**src/irpwfd_pkg.sv**
```systemverilog
// Shared types and constants of the IR pulse width frame decoder.
// Used by the classifier, the frame tracker, the top level and the checker.
`default_nettype none

package irpwfd_pkg;

	localparam int PW_W       = 16;  // width of a pulse width and of every register
	localparam int CMD_W      = 32;  // width of the command word on the output
	localparam int IDX_W      = 3;   // width of the register index
	localparam int IN_TDATA_W = 16;  // pulse_width, already whole bytes
	localparam int OUT_TDATA_W = 40; // command_word, repeat_seen, zero padding

	// Register indexes of the configuration port.
	localparam logic [IDX_W-1:0] REG_START  = 3'd0;
	localparam logic [IDX_W-1:0] REG_ONE    = 3'd1;
	localparam logic [IDX_W-1:0] REG_ZERO   = 3'd2;
	localparam logic [IDX_W-1:0] REG_END    = 3'd3;
	localparam logic [IDX_W-1:0] REG_REPEAT = 3'd4;
	localparam logic [IDX_W-1:0] REG_COMMA  = 3'd5;
	localparam logic [IDX_W-1:0] REG_TOL    = 3'd6;

	typedef enum logic [2:0] {
		CLS_NONE,
		CLS_START,
		CLS_ONE,
		CLS_ZERO,
		CLS_END,
		CLS_REPEAT,
		CLS_COMMA
	} pulse_class_t;

	typedef struct packed {
		logic [PW_W-1:0] start_width;
		logic [PW_W-1:0] one_width;
		logic [PW_W-1:0] zero_width;
		logic [PW_W-1:0] end_width;
		logic [PW_W-1:0] repeat_width;
		logic [PW_W-1:0] comma_width;
		logic [PW_W-1:0] tolerance;
	} cfg_regs_t;

	// Control from the top level to the frame tracker.
	typedef struct packed {
		logic         fire;
		pulse_class_t cls;
	} frame_ctl_t;

endpackage

`default_nettype wire

```
**src/irpwfd_classify.sv**
```systemverilog
// Sorts one pulse width into a class by strict window compares against the registers.
// Depends on irpwfd_pkg for the register struct and the class codes.
`default_nettype none

module irpwfd_classify
	import irpwfd_pkg::*;
(
	input  wire logic [PW_W-1:0] pulse_width,
	input  wire cfg_regs_t       regs,
	output pulse_class_t         cls
);

	// nominal - tol < w < nominal + tol, done on one extra bit so nothing wraps.
	function automatic logic in_window(input logic [PW_W-1:0] w,
		input logic [PW_W-1:0] nominal, input logic [PW_W-1:0] tol);
		logic [PW_W:0] w_plus_t;
		logic [PW_W:0] n_plus_t;
		w_plus_t = {1'b0, w} + {1'b0, tol};
		n_plus_t = {1'b0, nominal} + {1'b0, tol};
		return (w_plus_t > {1'b0, nominal}) && ({1'b0, w} < n_plus_t);
	endfunction

	logic hit_start, hit_one, hit_zero, hit_end, hit_repeat, hit_comma;

	assign hit_start  = in_window(pulse_width, regs.start_width, regs.tolerance);
	assign hit_one    = in_window(pulse_width, regs.one_width, regs.tolerance);
	assign hit_zero   = in_window(pulse_width, regs.zero_width, regs.tolerance);
	assign hit_end    = in_window(pulse_width, regs.end_width, regs.tolerance);
	assign hit_repeat = in_window(pulse_width, regs.repeat_width, regs.tolerance);
	assign hit_comma  = in_window(pulse_width, regs.comma_width, regs.tolerance);

	// The first matching class wins.
	always_comb begin
		if (hit_start) begin
			cls = CLS_START;
		end else if (hit_one) begin
			cls = CLS_ONE;
		end else if (hit_zero) begin
			cls = CLS_ZERO;
		end else if (hit_end) begin
			cls = CLS_END;
		end else if (hit_repeat) begin
			cls = CLS_REPEAT;
		end else if (hit_comma) begin
			cls = CLS_COMMA;
		end else begin
			cls = CLS_NONE;
		end
	end

endmodule

`default_nettype wire

```
**src/irpwfd_frame.sv**
```systemverilog
// Frame state: shift word, bit count, start and repeat flags, and the latched command.
// Depends on irpwfd_pkg for the class codes and the control struct.
`default_nettype none

module irpwfd_frame
	import irpwfd_pkg::*;
#(
	parameter int FRAME_BITS = 32
) (
	input  wire logic             clk,
	input  wire logic             arst_n,
	input  wire frame_ctl_t       ctl,
	output logic [CMD_W-1:0]      command_word,
	output logic                  repeat_seen
);

	localparam int CNT_W  = $clog2(FRAME_BITS + 2);
	localparam int KEEP_W = (FRAME_BITS < CMD_W) ? FRAME_BITS : CMD_W;
	localparam logic [CNT_W-1:0] FULL_CNT = CNT_W'(FRAME_BITS);
	localparam logic [CNT_W-1:0] SAT_CNT  = CNT_W'(FRAME_BITS + 1);

	logic [FRAME_BITS-1:0] shift_word_q;
	logic [CNT_W-1:0]      bit_count_q;
	logic                  frame_started_q;
	logic                  repeat_q;
	logic [KEEP_W-1:0]     command_q;

	logic take_bit;
	logic bit_value;

	assign take_bit  = ctl.fire && frame_started_q &&
		(ctl.cls == CLS_ONE || ctl.cls == CLS_ZERO);
	assign bit_value = (ctl.cls == CLS_ONE);

	// Bits arrive most significant first; bit_count picks the position.
	always_ff @(posedge clk) begin
		if (take_bit && bit_count_q < FULL_CNT) begin
			for (int i = 0; i < FRAME_BITS; i++) begin
				if (CNT_W'(FRAME_BITS - 1 - i) == bit_count_q) begin
					shift_word_q[i] <= bit_value;
				end
			end
		end
	end

	always_ff @(posedge clk or negedge arst_n) begin
		if (!arst_n) begin
			bit_count_q     <= '0;
			frame_started_q <= 1'b0;
			repeat_q        <= 1'b0;
			command_q       <= '0;
		end else if (ctl.fire) begin
			case (ctl.cls)
				CLS_START: begin
					bit_count_q     <= '0;
					frame_started_q <= 1'b1;
				end
				CLS_ONE, CLS_ZERO: begin
					if (frame_started_q && bit_count_q < SAT_CNT) begin
						bit_count_q <= bit_count_q + CNT_W'(1);
					end
				end
				CLS_END: begin
					if (frame_started_q && bit_count_q == FULL_CNT) begin
						command_q <= shift_word_q[KEEP_W-1:0];
					end else begin
						command_q <= '0;
					end
					repeat_q        <= 1'b0;
					frame_started_q <= 1'b0;
					bit_count_q     <= '0;
				end
				CLS_REPEAT: begin
					repeat_q <= 1'b1;
				end
				default: begin
				end
			endcase
		end
	end

	assign command_word = CMD_W'(command_q);
	assign repeat_seen  = repeat_q;

endmodule

`default_nettype wire

```
**src/ir_pulse_width_frame_decoder.sv**
```systemverilog
// Top level of the IR pulse width frame decoder: streams, config registers, output register.
// Depends on irpwfd_pkg, irpwfd_classify and irpwfd_frame.
`default_nettype none

// Decodes a stream of measured IR pulse widths (capture ticks) into remote-control
// frames. Each width is compared against six nominal widths, each with a strict
// window of plus or minus the tolerance, in the order start, one, zero, end, repeat,
// comma; the first match acts. Start opens a frame, one and zero bits are shifted in
// most significant bit first, end latches the word as the command (or 0 when the
// frame was not started or did not hold exactly FRAME_BITS bits) and clears the
// repeat flag, repeat sets it, and comma emits one result transaction carrying the
// latched command and the repeat flag. Other widths are dropped without a result.
// The block takes one width per clock while the input register is not held: the
// width sits in an input register, the class compare runs on it and, as the width
// moves on, updates the frame state, and a comma loads the output register, from
// which the result is presented.
// The input keeps flowing while a result waits; only a comma that finds
// the output register still full and not being taken holds the input register.
// Registers are written through the configuration channel, which is always ready;
// write only while no width is in flight. Indexes above 6 are ignored.
module ir_pulse_width_frame_decoder
	import irpwfd_pkg::*;
#(
	parameter int FRAME_BITS = 32
) (
	input  wire logic                   clk,
	input  wire logic                   arst_n,
	// Input stream, one pulse width per transaction.
	input  wire logic                   s_axis_tvalid,
	output logic                        s_axis_tready,
	input  wire logic [IN_TDATA_W-1:0]  s_axis_tdata,   // [15:0] pulse_width
	// Result stream, one transaction per comma pulse.
	output logic                        m_axis_tvalid,
	input  wire logic                   m_axis_tready,
	output logic [OUT_TDATA_W-1:0]      m_axis_tdata,   // [31:0] command_word,
	                                                    // [32] repeat_seen, [39:33] zero
	// Configuration write channel.
	input  wire logic                   cfg_valid,
	output logic                        cfg_ready,
	input  wire logic [IDX_W-1:0]       cfg_index,
	input  wire logic [PW_W-1:0]        cfg_data
);

	cfg_regs_t regs_q;

	logic            valid_s1;
	logic [PW_W-1:0] pulse_width_s1;

	logic                   m_valid_q;
	logic [OUT_TDATA_W-1:0] m_data_q;

	pulse_class_t    cls;
	logic            advance;
	frame_ctl_t      ctl;
	logic [CMD_W-1:0] command_word;
	logic            repeat_seen;

	// The configuration channel never stalls.
	assign cfg_ready = 1'b1;

	always_ff @(posedge clk or negedge arst_n) begin
		if (!arst_n) begin
			regs_q.start_width  <= PW_W'(45);
			regs_q.one_width    <= PW_W'(17);
			regs_q.zero_width   <= PW_W'(6);
			regs_q.end_width    <= PW_W'(400);
			regs_q.repeat_width <= PW_W'(22);
			regs_q.comma_width  <= PW_W'(1000);
			regs_q.tolerance    <= PW_W'(3);
		end else if (cfg_valid) begin
			case (cfg_index)
				REG_START:  regs_q.start_width  <= cfg_data;
				REG_ONE:    regs_q.one_width    <= cfg_data;
				REG_ZERO:   regs_q.zero_width   <= cfg_data;
				REG_END:    regs_q.end_width    <= cfg_data;
				REG_REPEAT: regs_q.repeat_width <= cfg_data;
				REG_COMMA:  regs_q.comma_width  <= cfg_data;
				REG_TOL:    regs_q.tolerance    <= cfg_data;
				default: begin
				end
			endcase
		end
	end

	irpwfd_classify u_classify (
		.pulse_width (pulse_width_s1),
		.regs        (regs_q),
		.cls         (cls)
	);

	// The width in the input register moves on unless it is a comma and the output
	// register is occupied by a result that is not taken in this cycle.
	assign advance = !valid_s1 || (cls != CLS_COMMA) || !m_valid_q || m_axis_tready;
	assign s_axis_tready = advance;

	assign ctl.fire = valid_s1 && advance;
	assign ctl.cls  = cls;

	irpwfd_frame #(
		.FRAME_BITS (FRAME_BITS)
	) u_frame (
		.clk          (clk),
		.arst_n       (arst_n),
		.ctl          (ctl),
		.command_word (command_word),
		.repeat_seen  (repeat_seen)
	);

	always_ff @(posedge clk or negedge arst_n) begin
		if (!arst_n) begin
			valid_s1 <= 1'b0;
		end else if (advance) begin
			valid_s1 <= s_axis_tvalid;
		end
	end

	always_ff @(posedge clk) begin
		if (advance && s_axis_tvalid) begin
			pulse_width_s1 <= s_axis_tdata[PW_W-1:0];
		end
	end

	// A comma reads the latched command; it changes no frame state itself.
	always_ff @(posedge clk or negedge arst_n) begin
		if (!arst_n) begin
			m_valid_q <= 1'b0;
		end else if (ctl.fire && cls == CLS_COMMA) begin
			m_valid_q <= 1'b1;
		end else if (m_axis_tready) begin
			m_valid_q <= 1'b0;
		end
	end

	always_ff @(posedge clk) begin
		if (ctl.fire && cls == CLS_COMMA) begin
			m_data_q <= {(OUT_TDATA_W - CMD_W - 1)'(0), repeat_seen, command_word};
		end
	end

	assign m_axis_tvalid = m_valid_q;
	assign m_axis_tdata  = m_data_q;

endmodule

`default_nettype wire

```
**config.mk**
```make
export PLATFORM = sky130hd
export DESIGN_NAME = ir_pulse_width_frame_decoder
export DESIGN_NICKNAME = d
export VERILOG_FILES = /design/src/irpwfd_pkg.sv /design/src/irpwfd_classify.sv /design/src/irpwfd_frame.sv /design/src/ir_pulse_width_frame_decoder.sv
export SDC_FILE = /design/constraint.sdc
export NUM_CORES = 1
export LEC_CHECK = 0
export BUFFER_PORTS_ARGS = -buffer_cell sky130_fd_sc_hd__buf_4
export CORE_MARGIN = 2
export CORE_UTILIZATION = 55
export DETAILED_ROUTE_END_ITERATION = 10
export GPL_ROUTABILITY_DRIVEN = 1
export GPL_TIMING_DRIVEN = 0
export PLACE_DENSITY = 0.83
export SLEW_MARGIN = 20
export SYNTH_ARGS = -nofsm -noshare
export SYNTH_HDL_FRONTEND = slang
export SYNTH_SLANG_ARGS = --single-unit
```
**constraint.sdc**
```tcl
create_clock -name clk -period 16.7 [get_ports clk]
set_input_delay 0.835 -clock clk [delete_from_list [all_inputs] [get_ports clk]]
set_output_delay 0.835 -clock clk [all_outputs]
set_load 0.1 [all_outputs]
```
# After elaboration in Yosys (flattened, before gate mapping)
# Cells that the tools add are included.
[word_totals] input_bits=40 output_inout_bits=43 elab_cells=199 regBits=235
[classes] mux=13 addsub=8 order_cmp=14 reduce_logical=71 n_eq_ne=46
[op_table] cell="$add A16 B16 Y17" n=7
[op_table] cell="$gt A17 B16 Y1" n=6
[op_table] cell="$lt A16 B17 Y1" n=6
[op_table] cell="$eq A5 B6 Y1 const A" n=16
[op_table] cell="$reduce_and A2 Y1" n=42
[op_table] cell="$eq A4 B6 Y1 const A" n=8
[op_table] cell="$mux W32" n=1
[op_table] cell="$eq A3 B6 Y1 const A" n=4
[op_table] cell="$eq A3 B3 Y1 const B" n=6
[op_table] cell="$mux W3" n=6
[op_table] cell="$logic_and A1 B1 Y1" n=14
[op_table] cell="$eq A2 B6 Y1 const A" n=2
[op_table] cell="$eq A3 B2 Y1 const B" n=4
[op_table] cell="$lt A6 B6 Y1 const B" n=2
[op_table] cell="$pmux W6 S2" n=1
[op_table] cell="$reduce_bool A2 Y1" n=4
[op_table] cell="$add A6 B1 Y6 const B" n=1
[op_table] cell="$eq A1 B6 Y1 const A" n=1
[op_table] cell="$eq A3 B1 Y1 const B" n=2
[op_table] cell="$eq A6 B6 Y1 const B" n=1
[op_table] cell="$logic_not A6 Y1" n=1
[op_table] cell="$mux W6" n=1
[op_table] cell="$logic_or A1 B1 Y1" n=4
[op_table] cell="$pmux W1 S2" n=2
[op_table] cell="7 further kinds" n=10

# Logic depth before layout (Yosys ltp)
[depth] word_depth=18 ltp_mapped=24 ltp_nobuf=22

# Cells and area by module
# From an unflattened synthesis, not the netlist that was laid out.
[unflattened] hier_cells=1691 area_unflattened_um2=17712.0
[modules_own_cells] mod="irpwfd_classify" seq_area_each_um2=0.0 cells_per_inst=1169 instances=1 area_per_inst_um2=8911.0
[modules_own_cells] mod="ir_pulse_width_frame_decoder" seq_area_each_um2=4351.7 cells_per_inst=315 instances=1 area_per_inst_um2=5983.2
[modules_own_cells] mod="irpwfd_frame" seq_area_each_um2=1961.9 cells_per_inst=207 instances=1 area_per_inst_um2=2817.7

# Least setup slack after synthesis
# No wires, ideal clock.
[synth_timing] kind="register -> register" from="reg regs_q[1] in the netlist's numbering" to="reg m_data_q[0], in the netlist m_axis_tdata[0], enable pin" t_required_ns=16.194 path_stages_with_launch=22 setup_ns=0.506 path_buffers=1 path_slack_ns=8.411 period_less_slack_ns=8.289 arrival_ns=7.783 path_cell_list="dfstp_2 ha_1 a21o_1 a21oi_1 o21bai_1 a21oi_1 o21ba_2 o21ai_0 o41a_1 a211o_1 a21oi_1 xor2_1 ha_1 nand4_1 a211oi_1 o41ai_1 a311o_1 a41oi_2 a31oi_2 or2_1 buf_2 nor4_1"
[synth_via] elab_chain_cells=15 word_cells_on_any_way=38 cone_classes="add/sub: 7; order compare: 12; eq/ne: 2; mux: 6; reduce/logical: 11"
[synth_rtl] item="start, declared" line="ir_pulse_width_frame_decoder.sv:44" rtl="cfg_regs_t regs_q;"
[synth_rtl] item="$add A16 B16 Y17, on equally long branches" line="irpwfd_classify.sv:18, irpwfd_classify.sv:19"
[synth_rtl] item="$gt A17 B16 Y1 or $lt A16 B17 Y1 (tied branches)" line="irpwfd_classify.sv:20" rtl="return (w_plus_t > {1'b0, nominal}) && ({1'b0, w} < n_plus_t);"
[synth_rtl] item="$logic_and A1 B1 Y1" line="irpwfd_classify.sv:20"
[synth_rtl] item="$mux W3" line="irpwfd_classify.sv:44" rtl="end else if (hit_comma) begin"
[synth_rtl] item="$mux W3" line="irpwfd_classify.sv:42" rtl="end else if (hit_repeat) begin"
[synth_rtl] item="$mux W3" line="irpwfd_classify.sv:40" rtl="end else if (hit_end) begin"
[synth_rtl] item="$mux W3" line="irpwfd_classify.sv:38" rtl="end else if (hit_zero) begin"
[synth_rtl] item="$mux W3" line="irpwfd_classify.sv:36" rtl="end else if (hit_one) begin"
[synth_rtl] item="$mux W3 *" line="irpwfd_classify.sv:34" rtl="if (hit_start) begin"
[synth_rtl] item="$ne A3 B3 Y1" line="ir_pulse_width_frame_decoder.sv:93" rtl="assign advance = !valid_s1 || (cls != CLS_COMMA) || !m_valid_q || m_axis_tready;"
[synth_rtl] item="$logic_or A1 B1 Y1 (3 in a row)" line="ir_pulse_width_frame_decoder.sv:93"
[synth_rtl] item="$logic_and A1 B1 Y1" line="ir_pulse_width_frame_decoder.sv:96" rtl="assign ctl.fire = valid_s1 && advance;"
[synth_rtl] item="$logic_and A1 B1 Y1 *" line="ir_pulse_width_frame_decoder.sv:135" rtl="if (ctl.fire && cls == CLS_COMMA) begin"
[synth_rtl] item="end signal, assigned" line="ir_pulse_width_frame_decoder.sv:136" rtl="m_data_q <= {(OUT_TDATA_W - CMD_W - 1)'(0), repeat_seen, command_word};"
[synth_rtl] item="end, declared" line="ir_pulse_width_frame_decoder.sv:50" rtl="logic [OUT_TDATA_W-1:0] m_data_q;"
# Mark *: on every way between the ends. The rest lies on a longest branch, timed or not.
# A chain may end at the register's enable or synchronous reset.

# Worst setup path after layout
[layout_timing] from="reg regs_q[1] in the netlist's numbering" to="out s_axis_tready"
[layout_via] elab_chain_cells=13 word_cells_on_any_way=35 cone_classes="add/sub: 7; order compare: 12; eq/ne: 1; mux: 6; reduce/logical: 9"
[layout_rtl] item="$add A16 B16 Y17, on equally long branches" line="irpwfd_classify.sv:18, irpwfd_classify.sv:19"
[layout_rtl] item="$gt A17 B16 Y1 or $lt A16 B17 Y1 (tied branches)" line="irpwfd_classify.sv:20"
[layout_rtl] item="$logic_and A1 B1 Y1" line="irpwfd_classify.sv:20"
[layout_rtl] item="$mux W3" line="irpwfd_classify.sv:44"
[layout_rtl] item="$mux W3" line="irpwfd_classify.sv:42"
[layout_rtl] item="$mux W3" line="irpwfd_classify.sv:40"
[layout_rtl] item="$mux W3" line="irpwfd_classify.sv:38"
[layout_rtl] item="$mux W3" line="irpwfd_classify.sv:36"
[layout_rtl] item="$mux W3 *" line="irpwfd_classify.sv:34"
[layout_rtl] item="$ne A3 B3 Y1 *" line="ir_pulse_width_frame_decoder.sv:93"
[layout_rtl] item="$logic_or A1 B1 Y1 * (3 in a row)" line="ir_pulse_width_frame_decoder.sv:93"
[layout_rtl] item="end, declared" line="ir_pulse_width_frame_decoder.sv:30" rtl="output logic s_axis_tready,"
# Marks and branches as above.

==> flow_summary.toml <==
[route]
drtPass1Iterations = 6
vias = 14679
postRouteWirelength_um = 48200
drt_iter0_markers = 1194
ant_nets = 0
drc_errors = 0
viasPerCell = 6.07
detail_route.wl_per_cell_um = 19.9

[global_routing]
antenna_found_initial = 0
grt_start_max_net_pins = 95
grt_pass1_wl_um = 75300
grt_pass1_vias = 14809
grt.total_usage_pct = 28.5
gr-total-overflow = 0

[sta]
tightestPinTransition_ps = 993
slew_violations = 0
setup_viol = 0
max_freq_ghz = 0.129
tns_ps = 0
rsz0062_at_grt = "false"
layout_min_cycle_time_ps = 7780
fin_crit_sh_pct = 46.6
slew_headroom_pct = 33.3
fin_skew_ps = 16.5
hold_viol_final = 0

[yosys]
async_reset_ff_share_pct = 65.5
synth_compound_area_share_pct = 16.1
ys.warnings.count = 0
synth_top_area_share_pct = 21.1
yosysMostFrequentCell = "ha_1"
synth_top_family_by_area = "adder cells"
synthTopCellsByArea = "ha_1 21%, dfrtp_1 18%, edfxtp_1 14%, inv_1 3.8%, o21ai_0 3.5%"
yosys.area_share.xor_xnor_pct = 4.30
synth_edf_count = 81
synth_commonest_cells = "302 x ha_1, 181 x inv_1, 147 x nand2_1"
synthSimpleGateAreaFrac_pct = 12.4
syn_inst = 1837
synthDistinctLibCells = 78
synth_adder_area_share_pct = 21.9
synthMuxAreaShare_pct = 5.17
synthFlopType = "dfrtp_1"
synth_seq_cells = 235
yosys.area.top_type = "ha_1"
syn-cell-area_um2 = 17900
syn_area_per_cell_um2 = 9.75
ys_seq_area_share_pct = 35.3

[clock_tree]
clk_pin_slew_ps = 60
cts_sinks = 235
cts_tree = "done"
clockRootBuffer = "clkbuf_16"
cts_resized = 0
htree_levels = 1
post_cts_buffers = 0
clock_path_buffers = 3
holdBufCountCts = 0
clock_latency_ps = 570
cts_buffers = 29

[final_layout]
final_util_pct = 62.2
multiInputGateArea_um2 = 10800
final_net_count = 2301
area_growth_pct = 12.2
regArea_um2 = 6310
design_area_um2 = 20100
nFillCells = 2539
antenna_cells = 0
drive_gt1_share_pct = 12.2

[setup_path]
startpoint = "regs_q[1]"
crit_type = "register to output pin"
r2r-start = "regs_q[1]"
cp-end-kind = "output pin"
start_kind = "register"
path_max_fanout = 14
reg2reg_slack_ps = 9110
reg2reg_depth = 25
required_ps = 15870
reg2reg_to = "m_axis_tdata[4]"
worst_ep_arrival_time_ps = 6940

[placement]
place_congestion = 1.02
port_buffers = 72
dpl-instance-area_um2 = 19100
dp_hpwl_um = 37500

[job]
maxCapViolCount = 0

[power]
peakVddDrop_uv = 99.2
p_per_area_nw_per_um2 = 168
p_leak_nw = 9.16
finalPower_mw = 3.37

[floorplanning]
fp.dieW_um = 184
die_h_um = 184
core_um2 = 32300
initial_utilization_pct = 55.5
io_pins = 83
dieArea_um2 = 34000
rows = 66

[run_status]
status = "finished, final reports clean"

[worst_hold_path]
hold_class = "input port to async pin"
==> worst max-delay path by stage <==
stage / endpoint / depth (start not counted)
2_1_floorplan: m_axis_tdata[0] / 21
3_3_place_gp: m_axis_tdata[3] / 18
3_5_place_dp: m_axis_tdata[3] / 22
4_1_cts: s_axis_tready / 19
5_1_grt: s_axis_tready / 22
6_report: s_axis_tready / 22
==> critical path: stages (launching register included) <==
cell and delay, ps:
dfstp_2 810, ha_1 320, a21o_1 160, a21oi_1 270
o21bai_1 110, a21oi_1 240, o21ba_2 170, o21ai_0 150
o41a_1 400, a211o_1 280, a21oi_1 210, xor2_1 120
ha_1 340, nand4_1 130, a211oi_1 260, o41ai_1 170
a311o_1 390, a41oi_2 270, o21ai_1 280, or2_1 280
buf_2 180, or4b_4 570, buf_4 250
==> area by class of cell <==
class	instances	share of cell area, %
multi-input combinational	1391	53.6
sequential	235	31.4
clock buffer	33	3.89
inverter	181	3.38
timing repair buffer	78	3.03
tap	442	2.75
clock inverter	21	1.03
buffer	36	0.940
==> state kept, by name, indices dropped and copies added, names as in the netlist <==
name and count:
m_axis_tdata 33, m_axis_tvalid 1, pulse_width_s1 16, regs_q 112, u_frame.bit_count_q 6, u_frame.command_word 32
u_frame.frame_started_q 1, u_frame.repeat_seen 1, u_frame.shift_word_q 32, valid_s1 1
==> cell usage in the layout (no fill, tap or decap), types with 19 or more instances in the layout <==
cell type,n
nand2b_1,22
clkbuf_16,30
o211ai_1,19
a21o_1,42
nor2b_1,21
o21bai_1,19
ha_1,302
buf_4,80
o21ai_0,127
inv_1,181
xor2_1,38
a21oi_1,122
edfxtp_1,81
clkbuf_1,24
nor3_1,29
nand4_1,30
dfrtp_1,132
and3_1,41
nand2_1,147
nor2_1,81
mux2i_1,34
mux2_2,52
dfstp_2,22
nand3_1,27
xnor2_1,50
==> layer usage <==
metal	up-vias	GRT usage, %	part of all wire, %
li1	6917	-	-
met1	7055	36.6	41
met2	588	49.1	47
met3	119	3.77	8.1
met4	0	10.6	3.7
met5	-	0	0
==> logic make-up (layout without fill, tap and decap cells) <==
family / count (synthesis) / count (layout)
compound gates: 451 / 451
xor+xnor: 88 / 88
fa+ha+maj: 309 / 309
buf+inv: 217 / 349
flops: 235 / 235
mux: 86 / 86
other cells: 2 / 8
simple gates: 449 / 449
==> metrics by stage <==
step	hold slack, ps	setup WS, ps	cells
floorplan	425	8410	1843
global placement	432	6560	2357
detailed placement	432	9190	2363
CTS	207	8980	2417
global route	235	8630	2417
finish	208	8920	2417
==> report_power, final <==
group | switching (mW) | total (mW) | internal, mW
clock | 0.273 | 0.647 | 0.374
sequential | 0.0958 | 0.812 | 0.716
combinational | 1.14 | 1.91 | 0.770
total | 1.51 | 3.37 | 1.86
Power figures use the tool's default switching activity.
